`src/hw/rtl/psr_pkg.sv`:
```
// Shared types, codes and reset values for the polled slot responder.
package psr_pkg;

   localparam int unsigned TIMER_BITS = 16;
   localparam int unsigned GAP_BITS   = 16;
   localparam int unsigned SLOT_BITS  = 8;
   localparam int unsigned BYTE_BITS  = 8;
   localparam int unsigned OP_BITS    = 2;
   localparam int unsigned CSR_IDX_BITS  = 2;
   localparam int unsigned CSR_DATA_BITS = 16;
   // timer and thresholds are compared at the wider of the two widths
   localparam int unsigned CMP_BITS = (TIMER_BITS > GAP_BITS) ? TIMER_BITS : GAP_BITS;

   localparam logic [OP_BITS-1:0] OP_TICK = 2'd0;
   localparam logic [OP_BITS-1:0] OP_POLL = 2'd1;
   localparam logic [OP_BITS-1:0] OP_LOAD = 2'd2;

   localparam logic [CSR_IDX_BITS-1:0] CSR_CYCLE_GAP = 2'd0;
   localparam logic [CSR_IDX_BITS-1:0] CSR_SILENCE   = 2'd1;
   localparam logic [CSR_IDX_BITS-1:0] CSR_EXPECTED  = 2'd2;

   localparam logic [GAP_BITS-1:0]  RST_CYCLE_GAP = 16'd4000;
   localparam logic [GAP_BITS-1:0]  RST_SILENCE   = 16'd10000;
   localparam logic [SLOT_BITS-1:0] RST_EXPECTED  = 8'd130;

   localparam logic [TIMER_BITS-1:0] TIMER_MAX = {TIMER_BITS{1'b1}};

   typedef struct packed {
      logic [SLOT_BITS-1:0]  slot_counter;
      logic [TIMER_BITS-1:0] idle_timer;
      logic                  sync_flag;
      logic                  pending_flag;
      logic [BYTE_BITS-1:0]  pending_byte;
      logic [SLOT_BITS-1:0]  pending_slot;
   } state_type;

   typedef struct packed {
      logic [GAP_BITS-1:0]  cycle_gap_ticks;
      logic [GAP_BITS-1:0]  silence_ticks;
      logic [SLOT_BITS-1:0] expected_slots;
   } cfg_type;

   typedef struct packed {
      logic [OP_BITS-1:0]   opcode;
      logic [BYTE_BITS-1:0] data_byte;
      logic [SLOT_BITS-1:0] slot_address;
   } item_type;

   typedef struct packed {
      logic                 send_valid;
      logic [BYTE_BITS-1:0] send_byte;
      logic [SLOT_BITS-1:0] slot_count;
      logic                 sync_ok;
      logic                 pending;
   } result_type;

endpackage

```
`src/hw/rtl/psr_step.sv`:
```
// Next-state and result logic for one beat of the polled slot responder.
module psr_step (
   input  psr_pkg::state_type  cur,
   input  psr_pkg::cfg_type    cfg,
   input  psr_pkg::item_type   item,
   output psr_pkg::state_type  nxt,
   output psr_pkg::result_type res
);

   logic [psr_pkg::TIMER_BITS-1:0] timer_inc;
   logic [psr_pkg::CMP_BITS-1:0]   timer_cmp;
   logic [psr_pkg::CMP_BITS-1:0]   gap_cmp;
   logic [psr_pkg::CMP_BITS-1:0]   silence_cmp;
   logic                           sent;
   logic [psr_pkg::BYTE_BITS-1:0]  sent_byte;

   // timer saturates rather than wrapping
   assign timer_inc = (cur.idle_timer != psr_pkg::TIMER_MAX) ?
                      cur.idle_timer + 1'b1 : cur.idle_timer;
   assign timer_cmp   = psr_pkg::CMP_BITS'(timer_inc);
   assign gap_cmp     = psr_pkg::CMP_BITS'(cfg.cycle_gap_ticks);
   assign silence_cmp = psr_pkg::CMP_BITS'(cfg.silence_ticks);

   always_comb begin
      nxt       = cur;
      sent      = 1'b0;
      sent_byte = '0;
      case (item.opcode)
         psr_pkg::OP_TICK: begin
            nxt.idle_timer = timer_inc;
            if (cur.slot_counter != '0) begin
               if (timer_cmp > gap_cmp) begin
                  nxt.sync_flag    = (cur.slot_counter == cfg.expected_slots);
                  nxt.slot_counter = '0;
               end
            end else if (cur.sync_flag && (timer_cmp > silence_cmp)) begin
               nxt.sync_flag = 1'b0;
            end
            if (!nxt.sync_flag) begin
               nxt.pending_flag = 1'b0;
            end
         end
         psr_pkg::OP_POLL: begin
            // match against the slot shown before the pulse
            if (cur.pending_flag && (cur.pending_slot == cur.slot_counter)) begin
               sent             = 1'b1;
               sent_byte        = cur.pending_byte;
               nxt.pending_flag = 1'b0;
            end
            nxt.slot_counter = cur.slot_counter + 1'b1;
            nxt.idle_timer   = '0;
         end
         psr_pkg::OP_LOAD: begin
            nxt.pending_byte = item.data_byte;
            nxt.pending_slot = item.slot_address;
            nxt.pending_flag = 1'b1;
         end
         default: begin
            nxt = cur;
         end
      endcase
   end

   assign res.send_valid = sent;
   assign res.send_byte  = sent_byte;
   assign res.slot_count = nxt.slot_counter;
   assign res.sync_ok    = nxt.sync_flag;
   assign res.pending    = nxt.pending_flag;

endmodule

```
`src/hw/rtl/polled_slot_responder_top.sv`:
```
// Top level of the polled slot responder: state, settings and result register.
//
// Usage:
//   req_ channel carries one event per beat: a time tick, a poll pulse edge
//   or a byte load (data_byte and slot_address used with load only).
//   rsp_ channel returns exactly one result per request beat: send_valid and
//   send_byte when a queued byte goes out in this slot, then the slot count,
//   sync flag and pending flag after the event.
//   csr_ port writes cycle gap, silence limit and expected slot count; write
//   only while no result is outstanding. Index 3 is ignored.
// Timing:
//   The result appears in the cycle after the request beat.
//   One request per cycle is taken while results are drained; the state
//   update is a single pass through psr_step into the state registers.
//   If the receiver stalls, the result is held and req_ready stays high only
//   while the result register is empty or being taken the same cycle.
// Reset:
//   Synchronous active-high reset clears the slot counter, idle timer, sync
//   and pending marks, loads the default settings and empties the result.
module polled_slot_responder_top (
   input  logic                                clock,
   input  logic                                reset,
   input  logic                                req_valid,
   output logic                                req_ready,
   input  logic [psr_pkg::OP_BITS-1:0]         req_opcode,
   input  logic [psr_pkg::BYTE_BITS-1:0]       req_data_byte,
   input  logic [psr_pkg::SLOT_BITS-1:0]       req_slot_address,
   output logic                                rsp_valid,
   input  logic                                rsp_ready,
   output logic                                rsp_send_valid,
   output logic [psr_pkg::BYTE_BITS-1:0]       rsp_send_byte,
   output logic [psr_pkg::SLOT_BITS-1:0]       rsp_slot_count,
   output logic                                rsp_sync_ok,
   output logic                                rsp_pending,
   input  logic                                csr_write_enable,
   input  logic [psr_pkg::CSR_IDX_BITS-1:0]    csr_index,
   input  logic [psr_pkg::CSR_DATA_BITS-1:0]   csr_write_data
);

   psr_pkg::state_type  state_ff, state_in;
   psr_pkg::cfg_type    cfg_ff;
   psr_pkg::item_type   item;
   psr_pkg::result_type result_ff, result_in;
   logic                rsp_valid_ff;
   logic                accept;

   assign req_ready = !rsp_valid_ff || rsp_ready;
   assign accept    = req_valid && req_ready;

   assign item.opcode       = req_opcode;
   assign item.data_byte    = req_data_byte;
   assign item.slot_address = req_slot_address;

   psr_step u_step (
      .cur  (state_ff),
      .cfg  (cfg_ff),
      .item (item),
      .nxt  (state_in),
      .res  (result_in)
   );

   always_ff @(posedge clock) begin
      if (reset) begin
         state_ff <= '0;
      end else if (accept) begin
         state_ff <= state_in;
      end
   end

   always_ff @(posedge clock) begin
      if (reset) begin
         cfg_ff.cycle_gap_ticks <= psr_pkg::RST_CYCLE_GAP;
         cfg_ff.silence_ticks   <= psr_pkg::RST_SILENCE;
         cfg_ff.expected_slots  <= psr_pkg::RST_EXPECTED;
      end else if (csr_write_enable) begin
         case (csr_index)
            psr_pkg::CSR_CYCLE_GAP: cfg_ff.cycle_gap_ticks <= csr_write_data;
            psr_pkg::CSR_SILENCE:   cfg_ff.silence_ticks   <= csr_write_data;
            psr_pkg::CSR_EXPECTED:  cfg_ff.expected_slots  <=
                                       csr_write_data[psr_pkg::SLOT_BITS-1:0];
            default: begin
            end
         endcase
      end
   end

   always_ff @(posedge clock) begin
      if (reset) begin
         rsp_valid_ff <= 1'b0;
      end else if (accept) begin
         rsp_valid_ff <= 1'b1;
      end else if (rsp_ready) begin
         rsp_valid_ff <= 1'b0;
      end
   end

   always_ff @(posedge clock) begin
      if (accept) begin
         result_ff <= result_in;
      end
   end

   assign rsp_valid      = rsp_valid_ff;
   assign rsp_send_valid = result_ff.send_valid;
   assign rsp_send_byte  = result_ff.send_byte;
   assign rsp_slot_count = result_ff.slot_count;
   assign rsp_sync_ok    = result_ff.sync_ok;
   assign rsp_pending    = result_ff.pending;

endmodule
```
`config.mk`:
```
export PLATFORM = sky130hd
export DESIGN_NAME = polled_slot_responder_top
export DESIGN_NICKNAME = d
export VERILOG_FILES = /design/src/hw/rtl/psr_pkg.sv /design/src/hw/rtl/psr_step.sv /design/src/hw/rtl/polled_slot_responder_top.sv
export SDC_FILE = /design/constraint.sdc
export NUM_CORES = 1
export LEC_CHECK = 0
export BUFFER_PORTS_ARGS = -buffer_cell sky130_fd_sc_hd__buf_2
export CORE_MARGIN = 1.5
export CORE_UTILIZATION = 53
export CTS_CLUSTER_DIAMETER = 200
export CTS_CLUSTER_SIZE = 20
export DETAILED_ROUTE_END_ITERATION = 16
export HOLD_SLACK_MARGIN = 0.08
export PLACE_DENSITY = 0.76
export REMOVE_ABC_BUFFERS = 1
export SYNTH_ARGS = -nofsm -noshare
export SYNTH_HDL_FRONTEND = slang
export SYNTH_SLANG_ARGS = --single-unit
```
`constraint.sdc`:
```
create_clock -name clock -period 3.8 [get_ports clock]
set_clock_uncertainty 0.05 [all_clocks]
set_input_delay 0.76 -clock clock [delete_from_list [all_inputs] [get_ports clock]]
set_output_delay 0.76 -clock clock [all_outputs]
set_load 0.03 [all_outputs]
```
==> After elaboration in Yosys (flattened, before gate mapping) <==
Cells that the tools add are included.
Widths: inputs -> output; s select.
{ "totals": {"ff_bits": 102, "latch_bits": 0, "ramBits": 0, "rom_bits": 0, "out_inout_bits": 21, "mem_count": 0} }
{ "classes": {"add_sub_neg": 2, "mul": 0, "div_mod_pow": 0, "magnitude_cmp": 2, "eq_ne": 7, "shifts": 0, "mux": 15, "n_bitwise": 0, "reduce_logical": 16} }
{ "op_table": {"columns": ["cell", "n"], "rows": [
  ["$pmux 24 s2", 1],
  ["$gt 16x16->1", 2],
  ["$add 16x1->16 const B", 1],
  ["$eq 8x8->1", 2],
  ["$mux 16", 1],
  ["$mux 8", 2],
  ["$ne 16x16->1 const B", 1],
  ["$reduce_and 2->1", 6],
  ["$mux 1", 10],
  ["$add 8x1->8 const B", 1],
  ["$reduce_bool 8->1", 1],
  ["$eq 2x1->1 const B", 2],
  ["$eq 2x2->1 const B", 2],
  ["$logic_not 2->1", 2],
  ["$reduce_bool 2->1", 2],
  ["$logic_and 1x1->1", 3],
  ["$pmux 1 s3", 1],
  ["$logic_not 1->1", 1],
  ["$logic_or 1x1->1", 1]
]} }

==> Depth between registers and ports, before layout <==
Gate-level depths: netlist of the first run.
{ "logic_depth": {"depth_word": 9, "ltp_mapped": 14} }

==> Cells and area by module <==
A second synthesis of the first run with hierarchy kept.
{ "hier_totals": {"cells_unflattened": 746, "area_unflattened_um2": 6297.3} }
{ "modules_own_cells": {"columns": ["mod", "n_inst", "cells_each", "area_per_inst_um2", "seq_area_each_um2"], "rows": [
  ["polled_slot_responder_top", 1, 391, 3892.5, 2232.1],
  ["psr_step", 1, 355, 2404.8, 0.0]
]} }

==> Least setup slack after synthesis of the first run <==
No wires, ideal clock.
{ "synth_path": {"kind": "register to register", "startpoint": "register state_ff[18] in the netlist's numbering", "endpoint": "register result_ff (netlist bit rsp_pending) (data pin)", "setup_time_ps": 270, "arrival_ps": 3300, "required_time_ps": 3480, "setup_slack_ps": 180, "path_stages_with_launch": 14, "n_path_buf": 0, "synth_period_minus_slack_ps": 3620, "cell_sequence": "dfxtp_1 > ha_1 > nand3_2 > nor4_4 > and2_1 > nand2_1 > mux2_1 > ha_1 > nand4_1 > nor3_1 > a2111o_1 > or3_1 > a41oi_1 > a211oi_1"} }
{ "synth_lines": {"columns": ["element", "line", "text"], "rows": [
  ["from (decl)", "polled_slot_responder_top.sv:40", "psr_pkg::state_type state_ff, state_in;"],
  ["from (signal assigned)", "polled_slot_responder_top.sv:66", "state_ff <= state_in;"],
  ["to (signal assigned)", "polled_slot_responder_top.sv:99", "result_ff <= result_in;"],
  ["to (decl)", "polled_slot_responder_top.sv:43", "psr_pkg::result_type result_ff, result_in;"]
]} }

==> flow_summary.json, run 1 <==
{
  "fin_crit_ns": 3.64,
  "die_w_um": 105,
  "p_leak_uw": 0.00258,
  "setup_viol": 0,
  "grt_pass1_vias": 4629,
  "grt_pass1_wl_mm": 22.1,
  "num_vias": 4857,
  "seq_area_frac_synth_pct": 40.4,
  "cp_data_required_time_ns": 3.88,
  "io_buffers": 61,
  "die_h_um": 105,
  "power.total_uw": 2060,
  "cts_htree_levels": 3,
  "row_count": 37,
  "synth_cells": 669,
  "io_pins": 62,
  "gpl.final_weighted_congestion": 0.937,
  "arrival_ns": 3.72,
  "synthFlopType": "dfxtp_1",
  "antenna_cells": 0,
  "die-area_mm2": 0.0110,
  "synth.cell_area_mm2": 0.00552,
  "synth_area_leaders": "dfxtp_1 (30%), edfxtp_1 (10%), nand2_1 (8.2%)",
  "path_clk_slew_ns": 0.11,
  "clock_path_buffers": 2,
  "yosysTopAreaCellShare_pct": 30.1,
  "start_util_pct": 53.9,
  "core-area_mm2": 0.0102,
  "synth_top_area_cell": "dfxtp_1",
  "slew_headroom_pct": 23.6,
  "post-route-util_pct": 61.6,
  "synth-edff-count": 19,
  "drive_above_1_share_pct": 18.4,
  "area_growth_pct": 14.2,
  "fin_nets": 806,
  "syn_avg_cell_area_um2": 8.25,
  "period_share_pct": 95.9,
  "place_ws_ns": 0.00475,
  "dp_hpwl_mm": 9.76,
  "final_antenna_net_count": 0,
  "clk-insertion-delay-late_ns": 0.38,
  "end_kind": "flip-flop",
  "whs_ns": 0.408,
  "clock_sinks": 102,
  "drtPass1Iterations": 4,
  "hold_class": "reg -> reg",
  "postLayoutCellArea_mm2": 0.00630,
  "setup.worst_path.class": "reg -> reg",
  "antenna_found_initial": 0,
  "dr.first_iter.drc_count": 258,
  "outcome": "finished, final reports clean",
  "overflow": 0,
  "peakVddDrop_uv": 182,
  "hold_violations": 0,
  "power_density_mw_per_mm2": 327,
  "fmax_mhz": 274,
  "wirelength_mm": 13.1,
  "drc_errors": 0,
  "viasPerCell": 5.58,
  "wl_per_cell_um": 15.1,
  "worst_slew_pin_slew_ns": 1.14,
  "maxSlewViolCount": 0,
  "async_flop_share_pct": 0,
  "grt_usage_pct": 24.9,
  "tritoncts.num_buffers": 9,
  "fin_ws_ns": 0.156,
  "setup.worst_path.start_class": "flip-flop",
  "crit_fanout": 6,
  "cts_root_buf": "clkbuf_8",
  "dpl_cell_area_mm2": 0.00597,
  "postCtsHoldBufs": 0,
  "cts_tree": "done",
  "synth-seq-cells": 102,
  "netlist-cell-type-count": 62,
  "cap_violations": 0,
  "fill_cells": 922,
  "yosysWarnings": 0,
  "grt_max_degree": 43
}
## metrics by stage
step / TNS [ns] / std cells
after floorplan: 0 / 635
after global placement: 0 / 847
after detailed placement: 0 / 847
after CTS: 0 / 863
after global routing: -0.0459 / 871
final: 0 / 871
## flip-flops by register name (all words and copies together), names as in the netlist
register and count:
rsp_send_byte 8, state_ff 42, rsp_pending 1, rsp_valid 1, rsp_slot_count 8, rsp_sync_ok 1
rsp_send_valid 1, cfg_ff 40
## cell type report
type / instances / area [µm²] / area share, %
repair buffers: 84 / 478 / 7.59
clock buffers: 9 / 124 / 1.97
inverters: 48 / 180 / 2.86
clock inverters: 7 / 62.6 / 0.993
well taps: 136 / 170 / 2.70
multi-input cells: 485 / 3050 / 48.4
flip-flops and latches: 102 / 2240 / 35.5
## logic make-up after synthesis
group,after synthesis,synth area share (%)
AOI/OAI and AO/OA,165,18.4
DFF,102,40.4
xor gates and xnor gates,27,4.28
buffers and inverters,82,5.78
and+or+nand+nor,251,21.9
muxes,7,1.29
adders and majority gates,35,7.93
## critical path, cell delays in order (launching register included)
cell,delay [ns]
dfxtp_2,0.38
ha_1,0.21
nand3_2,0.12
buf_4,0.18
a311oi_2,0.19
buf_4,0.19
xor2_1,0.32
ha_1,0.34
a41oi_2,0.16
o21ai_1,0.12
a2111o_1,0.44
or3_1,0.36
a41oi_2,0.21
a21oi_1,0.12
## synth_stat cells, drive strengths merged (2+ instances only)
library cell    n
nand2         121
dfxtp          83
a21oi          65
inv            48
o21ai          46
nor2           38
ha             35
clkbuf         26
xnor2          23
edfxtp         19
nand3          18
and2           14
nor3           14
a31oi          11
nand4          11
a211o           8
buf             8
mux2i           6
nand3b          6
o31ai           6
a311oi          5
and3            5
nor4            5
nor2b           4
xor2            4
a211oi          3
a21o            3
and4            3
nand2b          3
or3             3
a221oi          2
a22o            2
a41oi           2
o21bai          2
or2             2
## cells in the final DEF (no fill, tap or decap), types with 4 or more instances in the layout
cell type / synthesis / routed
nand3b_1: 6 / 6
nand2_1: 120 / 120
edfxtp_1: 19 / 19
and2_1: 14 / 13
a311oi_1: 4 / 4
ha_1: 35 / 35
nand3_2: 3 / 6
nand3_1: 14 / 11
inv_6: 0 / 4
nor3_1: 14 / 14
and3_1: 5 / 5
a211o_1: 8 / 8
clkbuf_8: 0 / 9
buf_2: 8 / 61
o21ai_0: 42 / 40
a21oi_1: 65 / 64
o21ai_1: 4 / 6
nor2_1: 38 / 36
dfxtp_1: 83 / 80
buf_4: 0 / 23
inv_1: 47 / 47
nand4_1: 11 / 11
a31oi_1: 11 / 11
mux2i_1: 6 / 6
xnor2_1: 23 / 20
o31ai_1: 5 / 5
## layer usage
metal | wire length, µm | share of wire, % | track usage, % | vias up
met5 | 0 | 0 | 0 | -
met4 | 314 | 2.4 | 9.69 | 0
met3 | 555 | 4.2 | 4.24 | 23
met2 | 6480 | 49 | 42.5 | 122
met1 | 5780 | 44 | 31.1 | 2260
li1 | - | - | - | 2452
## report_power, final
part / switching [µW] / internal (µW)
Combinational: 149 / 82.7
Sequential: 20.8 / 1140
Clock: 417 / 254
## what timing repair did
item	4_1_cts	5_1_grt
setup endpoints to repair	1	19
pin swaps	0	6
setup buffers	0	8
gates resized for setup	1	19
cloned	0	0
## worst paths after layout
kind / from / to / slack (ns) / cells past startpoint
hold reg to reg: state_ff[13] / state_ff[13] / 0.41 / 2
hold / removal: state_ff[13] / state_ff[13] / 0.41 / 2
setup / recovery: state_ff[19] / rsp_sync_ok / 0.16 / 13
setup reg to reg: state_ff[19] / rsp_sync_ok / 0.16 / 13
(Power assumes the default switching activity.)
==> run 2, diff against run 1 <==
--- a/config.mk
+++ b/config.mk
@@ -5,6 +5,7 @@
 export SDC_FILE = /design/constraint.sdc
 export NUM_CORES = 1
 export LEC_CHECK = 0
+export ABC_AREA = 1
 export BUFFER_PORTS_ARGS = -buffer_cell sky130_fd_sc_hd__buf_2
 export CORE_MARGIN = 1.5
 export CORE_UTILIZATION = 53
==> run 2 against run 1 <==
Net effect: total power up 4.7%; clock power up 2%; global-route usage down 1.0 points; critical path depth up 7; non-clock buffer count down 17; sequential share of layout area up 1.9 points; utilization down 0.79 points; clock-buffer cell count up 1; area after synthesis down 2.7%.
==> flow_summary.json, run 2 <==
{
  "cap_violations": 0,
  "async_flop_share_pct": 0,
  "num_vias": 4767,
  "syn_avg_cell_area_um2": 7.58,
  "yosysWarnings": 0,
  "synthFlopType": "dfxtp_1",
  "postCtsSetupBuffers": 0,
  "final_common_cell": "nand2_1",
  "synth-edff-count": 19,
  "dpl_cell_area_mm2": 0.00577,
  "wl_per_cell_um": 13.7,
  "yosysMostFrequentCell": "nand2_1",
  "antenna_found_initial": 0,
  "min_from": "state_ff[15]",
  "outcome": "finished, final reports clean",
  "post_cts_resized": 0,
  "drtPass1Iterations": 5,
  "grt_max_degree": 43,
  "p_leak_uw": 0.00267,
  "hold_violations": 0,
  "hold_class": "reg -> reg",
  "cts_root_buf": "clkbuf_8",
  "slew_headroom_pct": 45.0,
  "core-area_mm2": 0.00982,
  "io_buffers": 61,
  "power.share.clock_pct": 31.7,
  "die_h_um": 104,
  "wirelength_mm": 12.2,
  "cts_htree_levels": 3,
  "peakVddDrop_uv": 182,
  "die_w_um": 104,
  "viasPerCell": 5.33,
  "netlist-cell-type-count": 34,
  "tritoncts.num_buffers": 9,
  "row_count": 36,
  "whs_ns": 0.415,
  "critPathSlowestCell": "dfxtp_1",
  "antenna_cells": 0,
  "maxSlewViolCount": 0,
  "crit_fanout": 6,
  "postCtsHoldBufs": 0,
  "fill_cells": 884,
  "synth_cells": 708,
  "fin_crit_ns": 3.39,
  "end_kind": "flip-flop",
  "final_antenna_net_count": 0,
  "p_int_uw": 1530,
  "start_util_pct": 54.7,
  "r2r_start": "state_ff[18]",
  "grt_pass1_wl_mm": 21.0,
  "cts_tree": "done",
  "io_pins": 62,
  "clock_path_buffers": 2,
  "seqPwrFrac_pct": 55.1,
  "synth_area_leaders": "dfxtp_1 (31%), edfxtp_1 (11%), nand2_1 (9.2%)",
  "area_growth_pct": 11.2,
  "cp-startpoint": "state_ff[18]",
  "worst_slew_pin_slew_ns": 0.824,
  "regMostFlops": "state_ff",
  "gpl.final_weighted_congestion": 0.869,
  "cp_slowest_stage_delay_ns": 0.46,
  "yosysTopAreaCellShare_pct": 30.9,
  "die-area_mm2": 0.0107,
  "synth.cell_area_mm2": 0.00537,
  "fmax_mhz": 295,
  "drive_above_1_share_pct": 13.9,
  "setup_tns_ns": 0,
  "setup.worst_path.start_class": "flip-flop",
  "p_sw_share_pct": 29.1,
  "yosys-top-cells-count": "nand2_1 (132), inv_1 (97), dfxtp_1 (83)",
  "p_comb_share_pct": 13.2,
  "dp_hpwl_mm": 9.20,
  "overflow": 0,
  "synth_top_area_cell": "dfxtp_1",
  "top_regs": "state_ff (42), cfg_ff (40)",
  "largest_reg_flops": 42,
  "period_share_pct": 89.1,
  "p_switching_uw": 627,
  "path_clk_slew_ns": 0.11,
  "seq_area_frac_synth_pct": 41.6,
  "cp_data_required_time_ns": 4.00,
  "drc_errors": 0,
  "grt_pass1_vias": 4592,
  "arrival_ns": 3.58,
  "clock_sinks": 102,
  "fin_nets": 833,
  "crit_top_cell": "nand2_1",
  "grt_usage_pct": 23.8,
  "rsz0062_at_grt": "false",
  "setup_viol": 0,
  "postLayoutCellArea_mm2": 0.00597,
  "layout_common_cells": "nand2_1 (132), inv_1 (97), dfxtp_1 (83)",
  "dr.first_iter.drc_count": 267,
  "setup.worst_path.class": "reg -> reg",
  "power_density_mw_per_mm2": 361,
  "crit_chain": "ha_1 -> nand3_2 -> nor3_4 -> nand2_2 -> nor2_4 -> nand4_2 -> nand3_1 -> nor2_2 -> a21boi_2 -> ha_1 -> nand2_1 -> nand2_1 -> nand3_1 -> a21oi_1 -> nor2_1 -> nand2_1 -> nand2_1 -> nand3_1 -> o311ai_0 -> o21a_1",
  "clk-insertion-delay-late_ns": 0.38,
  "synth-seq-cells": 102
}
## run 2: changes by cell type after synthesis, sizes merged, moves of 11 or more
cell    before  now
inv         48  101
nor2        38   69
nand3       18   34
and2        14    0
a21oi       65   78
o211ai       1   14
nand2      121  133
o21ai       46   57
## run 2: layout make-up
cell class                 instances  area, µm²  area share, %
clock inverter                     6       58.8          0.985
inverter                         101        382           6.39
timing repair buffer              67        350           5.87
clock buffer                      10        138           2.31
tap                              133        166           2.79
multi-input combinational        476       2640           44.3
sequential                       102       2230           37.4
## run 2: worst paths after layout
| kind | cells past startpoint | slack [ns] | end |
|---|---|---|---|
| setup / recovery | 20 | 0.41 | rsp_slot_count[6] |
| hold reg to reg | 2 | 0.41 | state_ff[15] |
| setup reg to reg | 20 | 0.41 | rsp_slot_count[6] |
| hold / removal | 2 | 0.41 | state_ff[15] |
## run 2: power groups by stage
stage	clock network, µW	logic, µW	registers, µW
final	683	285	1190
after global routing	743	320	1200
after CTS	699	285	1190
after detailed placement	0	283	1210
after global placement	0	276	1210
after floorplan	0	160	1230
## run 2: metal layers
layer	part of all wire, %	track usage (%)	up-vias
met5	0	0	-
met4	1.9	8.33	0
met3	4.9	4.41	22
met2	49	42.0	129
met1	44	29.2	2192
li1	-	-	2424
## run 2: logic make-up (layout without fill, tap and decap cells)
group           after synthesis  count (layout)  share of synthesized area, %
compound gates              161             161                          16.5
xor+xnor                     22              22                          3.59
fa+ha+maj                    35              35                          8.16
buf+inv                     130             184                          9.21
flops                       102             102                          41.6
simple gates                258             258                          21.0
## run 2: metrics by stage
stage,util (%),setup WS [ns],cells,total power [µW]
2_1_floorplan,-,0.850,679,1390
3_3_place_gp,58.8,0.565,879,1490
3_5_place_dp,58.8,0.500,879,1500
4_1_cts,60.8,0.468,895,2170
5_1_grt,60.8,0.0486,895,2260
6_report,60.8,0.413,895,2160
## run 2: critical path: cells and delay by family, from the launching register on
| kind | cells | cell delay (ns) |
|---|---|---|
| DFF | 1 | 0.46 |
| and+or+nand+nor | 14 | 1.63 |
| AOI/OAI and AO/OA | 4 | 0.60 |
| adders and majority gates | 2 | 0.53 |
==> run 3, diff against run 2 <==
--- a/config.mk
+++ b/config.mk
@@ -8,12 +8,12 @@
 export ABC_AREA = 1
 export BUFFER_PORTS_ARGS = -buffer_cell sky130_fd_sc_hd__buf_2
 export CORE_MARGIN = 1.5
-export CORE_UTILIZATION = 53
+export CORE_UTILIZATION = 62
 export CTS_CLUSTER_DIAMETER = 200
 export CTS_CLUSTER_SIZE = 20
 export DETAILED_ROUTE_END_ITERATION = 16
 export HOLD_SLACK_MARGIN = 0.08
-export PLACE_DENSITY = 0.76
+export PLACE_DENSITY = 0.84
 export REMOVE_ABC_BUFFERS = 1
 export SYNTH_ARGS = -nofsm -noshare
 export SYNTH_HDL_FRONTEND = slang
==> constraint.sdc (replaced) <==
create_clock -name clock -period 4.3 [get_ports clock]
set_clock_uncertainty 0.05 [all_clocks]
set_input_delay 0.215 -clock clock [delete_from_list [all_inputs] [get_ports clock]]
set_output_delay 0.215 -clock clock [all_outputs]
set_load 0.03 [all_outputs]
==> run 3 against run 2 <==
Net effect: cell count down 0.89%; maximum frequency down 0.24%; worst setup slack better by 0.49 ns; sequential share of layout area down 1.0 points; design area up 2.9%; hold slack worse by 0.33 ns; utilization up 13 points; via count up 5.0%; wire length up 5.6%; critical path depth down 3; clock-buffer cell count down 1; global-route usage up 5.6 points; critical endpoint unchanged; largest cell class unchanged; highest routed layer unchanged.
==> flow_summary.json, run 3 (synthesis gave the netlist of run 2 again) <==
{
  "largest_reg_flops": 42,
  "arrival_ns": 3.48,
  "num_vias": 5004,
  "period_share_pct": 79.0,
  "p_switching_uw": 565,
  "cp_data_required_time_ns": 4.39,
  "seqPwrFrac_pct": 54.9,
  "final_antenna_net_count": 0,
  "io_pins": 62,
  "power.share.clock_pct": 31.1,
  "overflow": 0,
  "p_sw_share_pct": 29.5,
  "postCtsHoldBufs": 22,
  "p_leak_uw": 0.00275,
  "die_h_um": 96.1,
  "regMostFlops": "state_ff",
  "dr.first_iter.drc_count": 285,
  "cts_htree_levels": 3,
  "area_growth_pct": 14.4,
  "fin_crit_ns": 3.40,
  "top_regs": "state_ff (42), cfg_ff (40)",
  "power_density_mw_per_mm2": 312,
  "wirelength_mm": 12.9,
  "crit_chain": "ha_1 -> nand3_2 -> nor3_4 -> nand2_2 -> nor2_4 -> nand4_2 -> nand4_1 -> xnor2_1 -> ha_1 -> nand4_1 -> nor2_1 -> nand2_1 -> nand2_1 -> nand2_1 -> nand3_1 -> o311ai_0 -> o21a_1",
  "gpl.final_weighted_congestion": 0.938,
  "drtPass1Iterations": 5,
  "antenna_cells": 0,
  "drive_above_1_share_pct": 13.3,
  "min_from": "req_slot_address[1]",
  "crit_fanout": 6,
  "end_kind": "flip-flop",
  "viasPerCell": 5.64,
  "cap_violations": 0,
  "tritoncts.num_buffers": 9,
  "clk-insertion-delay-late_ns": 0.37,
  "outcome": "finished, final reports clean",
  "cts_tree": "done",
  "clock_sinks": 102,
  "cts_root_buf": "clkbuf_8",
  "fmax_mhz": 295,
  "peakVddDrop_uv": 165,
  "worst_slew_pin_slew_ns": 0.812,
  "fin_nets": 853,
  "dp_hpwl_mm": 9.15,
  "cp_slowest_stage_delay_ns": 0.44,
  "grt_usage_pct": 29.4,
  "die-area_mm2": 0.00923,
  "p_int_uw": 1350,
  "die_w_um": 96.1,
  "slew_headroom_pct": 45.7,
  "layout_common_cells": "nand2_1 (132), inv_1 (97), dfxtp_1 (83)",
  "p_comb_share_pct": 14.0,
  "row_count": 33,
  "wl_per_cell_um": 14.6,
  "drc_errors": 0,
  "grt_pass1_wl_mm": 21.0,
  "crit_top_cell": "nand2_1",
  "setup_tns_ns": 0,
  "maxSlewViolCount": 0,
  "final_common_cell": "nand2_1",
  "cp-startpoint": "state_ff[18]",
  "clock_path_buffers": 2,
  "critPathSlowestCell": "dfxtp_1",
  "cp_top_family": "simple AND/OR/NAND/NOR gates",
  "post_cts_resized": 0,
  "setup.worst_path.start_class": "flip-flop",
  "antenna_found_initial": 0,
  "hold_violations": 0,
  "grt_max_degree": 43,
  "io_buffers": 61,
  "setup_viol": 0,
  "grt_pass1_vias": 4801,
  "path_clk_slew_ns": 0.11,
  "r2r_start": "state_ff[18]",
  "start_util_pct": 64.7,
  "postCtsSetupBuffers": 0,
  "power.total_uw": 1910,
  "setup.worst_path.class": "reg -> reg",
  "core-area_mm2": 0.00830,
  "rsz0062_at_grt": "false",
  "critPathBufInv": 0,
  "hold_class": "in -> reg"
}
## run 3: cell types whose count changed in the layout (fill, tap and decap cells not counted), sizes merged
cell | previous run | this run
clkinv | 2 | 3
buf | 67 | 65
clkbuf | 10 | 9
dlygate4sd3 | 0 | 22
## run 3: per-layer routing
layer | up-vias | track usage (%) | wire (µm)
met5 | - | 0 | 0
met4 | 0 | 10.7 | 285
met3 | 37 | 6.16 | 786
met2 | 185 | 54.8 | 6730
met1 | 2320 | 32.6 | 5130
li1 | 2462 | - | -
## run 3: area by class of cell
cell class,instances,area (µm²)
Clock inverter,7,73.8
Clock buffer,9,124
Inverter,101,382
Fill cell,658,2160
Multi-Input combinational cell,476,2640
Sequential cell,102,2230
Tap cell,105,131
Timing Repair Buffer,87,556
## run 3: stage by stage
stage               setup WS (ns)  utilization (%)  hold slack, ns  instances  instance area [µm²]
CTS                         0.926             74.0          0.0815        887                 6140
global route                0.608             74.0          0.0913        887                 6140
global placement             1.12             69.0           0.391        849                 5720
floorplan                    1.35                -           0.227        679                 5260
finish                      0.905             74.0          0.0831        887                 6140
detailed placement           1.01             69.0           0.400        849                 5720
## run 3: final timing paths
check / to / slack, ns / cells past startpoint
setup / recovery: rsp_slot_count[6] / 0.90 / 17
hold / removal: state_ff[1] / 0.08 / 3
setup reg to reg: rsp_slot_count[6] / 0.90 / 17
hold reg to reg: state_ff[14] / 0.41 / 2
## run 3: worst reg2reg max path: stages (launching register included)
cell and delay, ns:
dfxtp_1 0.44, ha_1 0.24, nand3_2 0.15, nor3_4 0.22, nand2_2 0.09, nor2_4 0.10, nand4_2 0.15, nand4_1 0.14
xnor2_1 0.14, ha_1 0.37, nand4_1 0.11, nor2_1 0.18, nand2_1 0.07, nand2_1 0.13, nand2_1 0.18, nand3_1 0.11
o311ai_0 0.15, o21a_1 0.15
## run 3: power groups by stage
| stage | registers (µW) | clock network, µW | logic [µW] |
|---|---|---|---|
| CTS | 1050 | 610 | 266 |
| floorplan | 1090 | 0 | 141 |
| global route | 1060 | 644 | 298 |
| detailed placement | 1070 | 0 | 248 |
| finish | 1050 | 595 | 268 |
| global placement | 1070 | 0 | 238 |
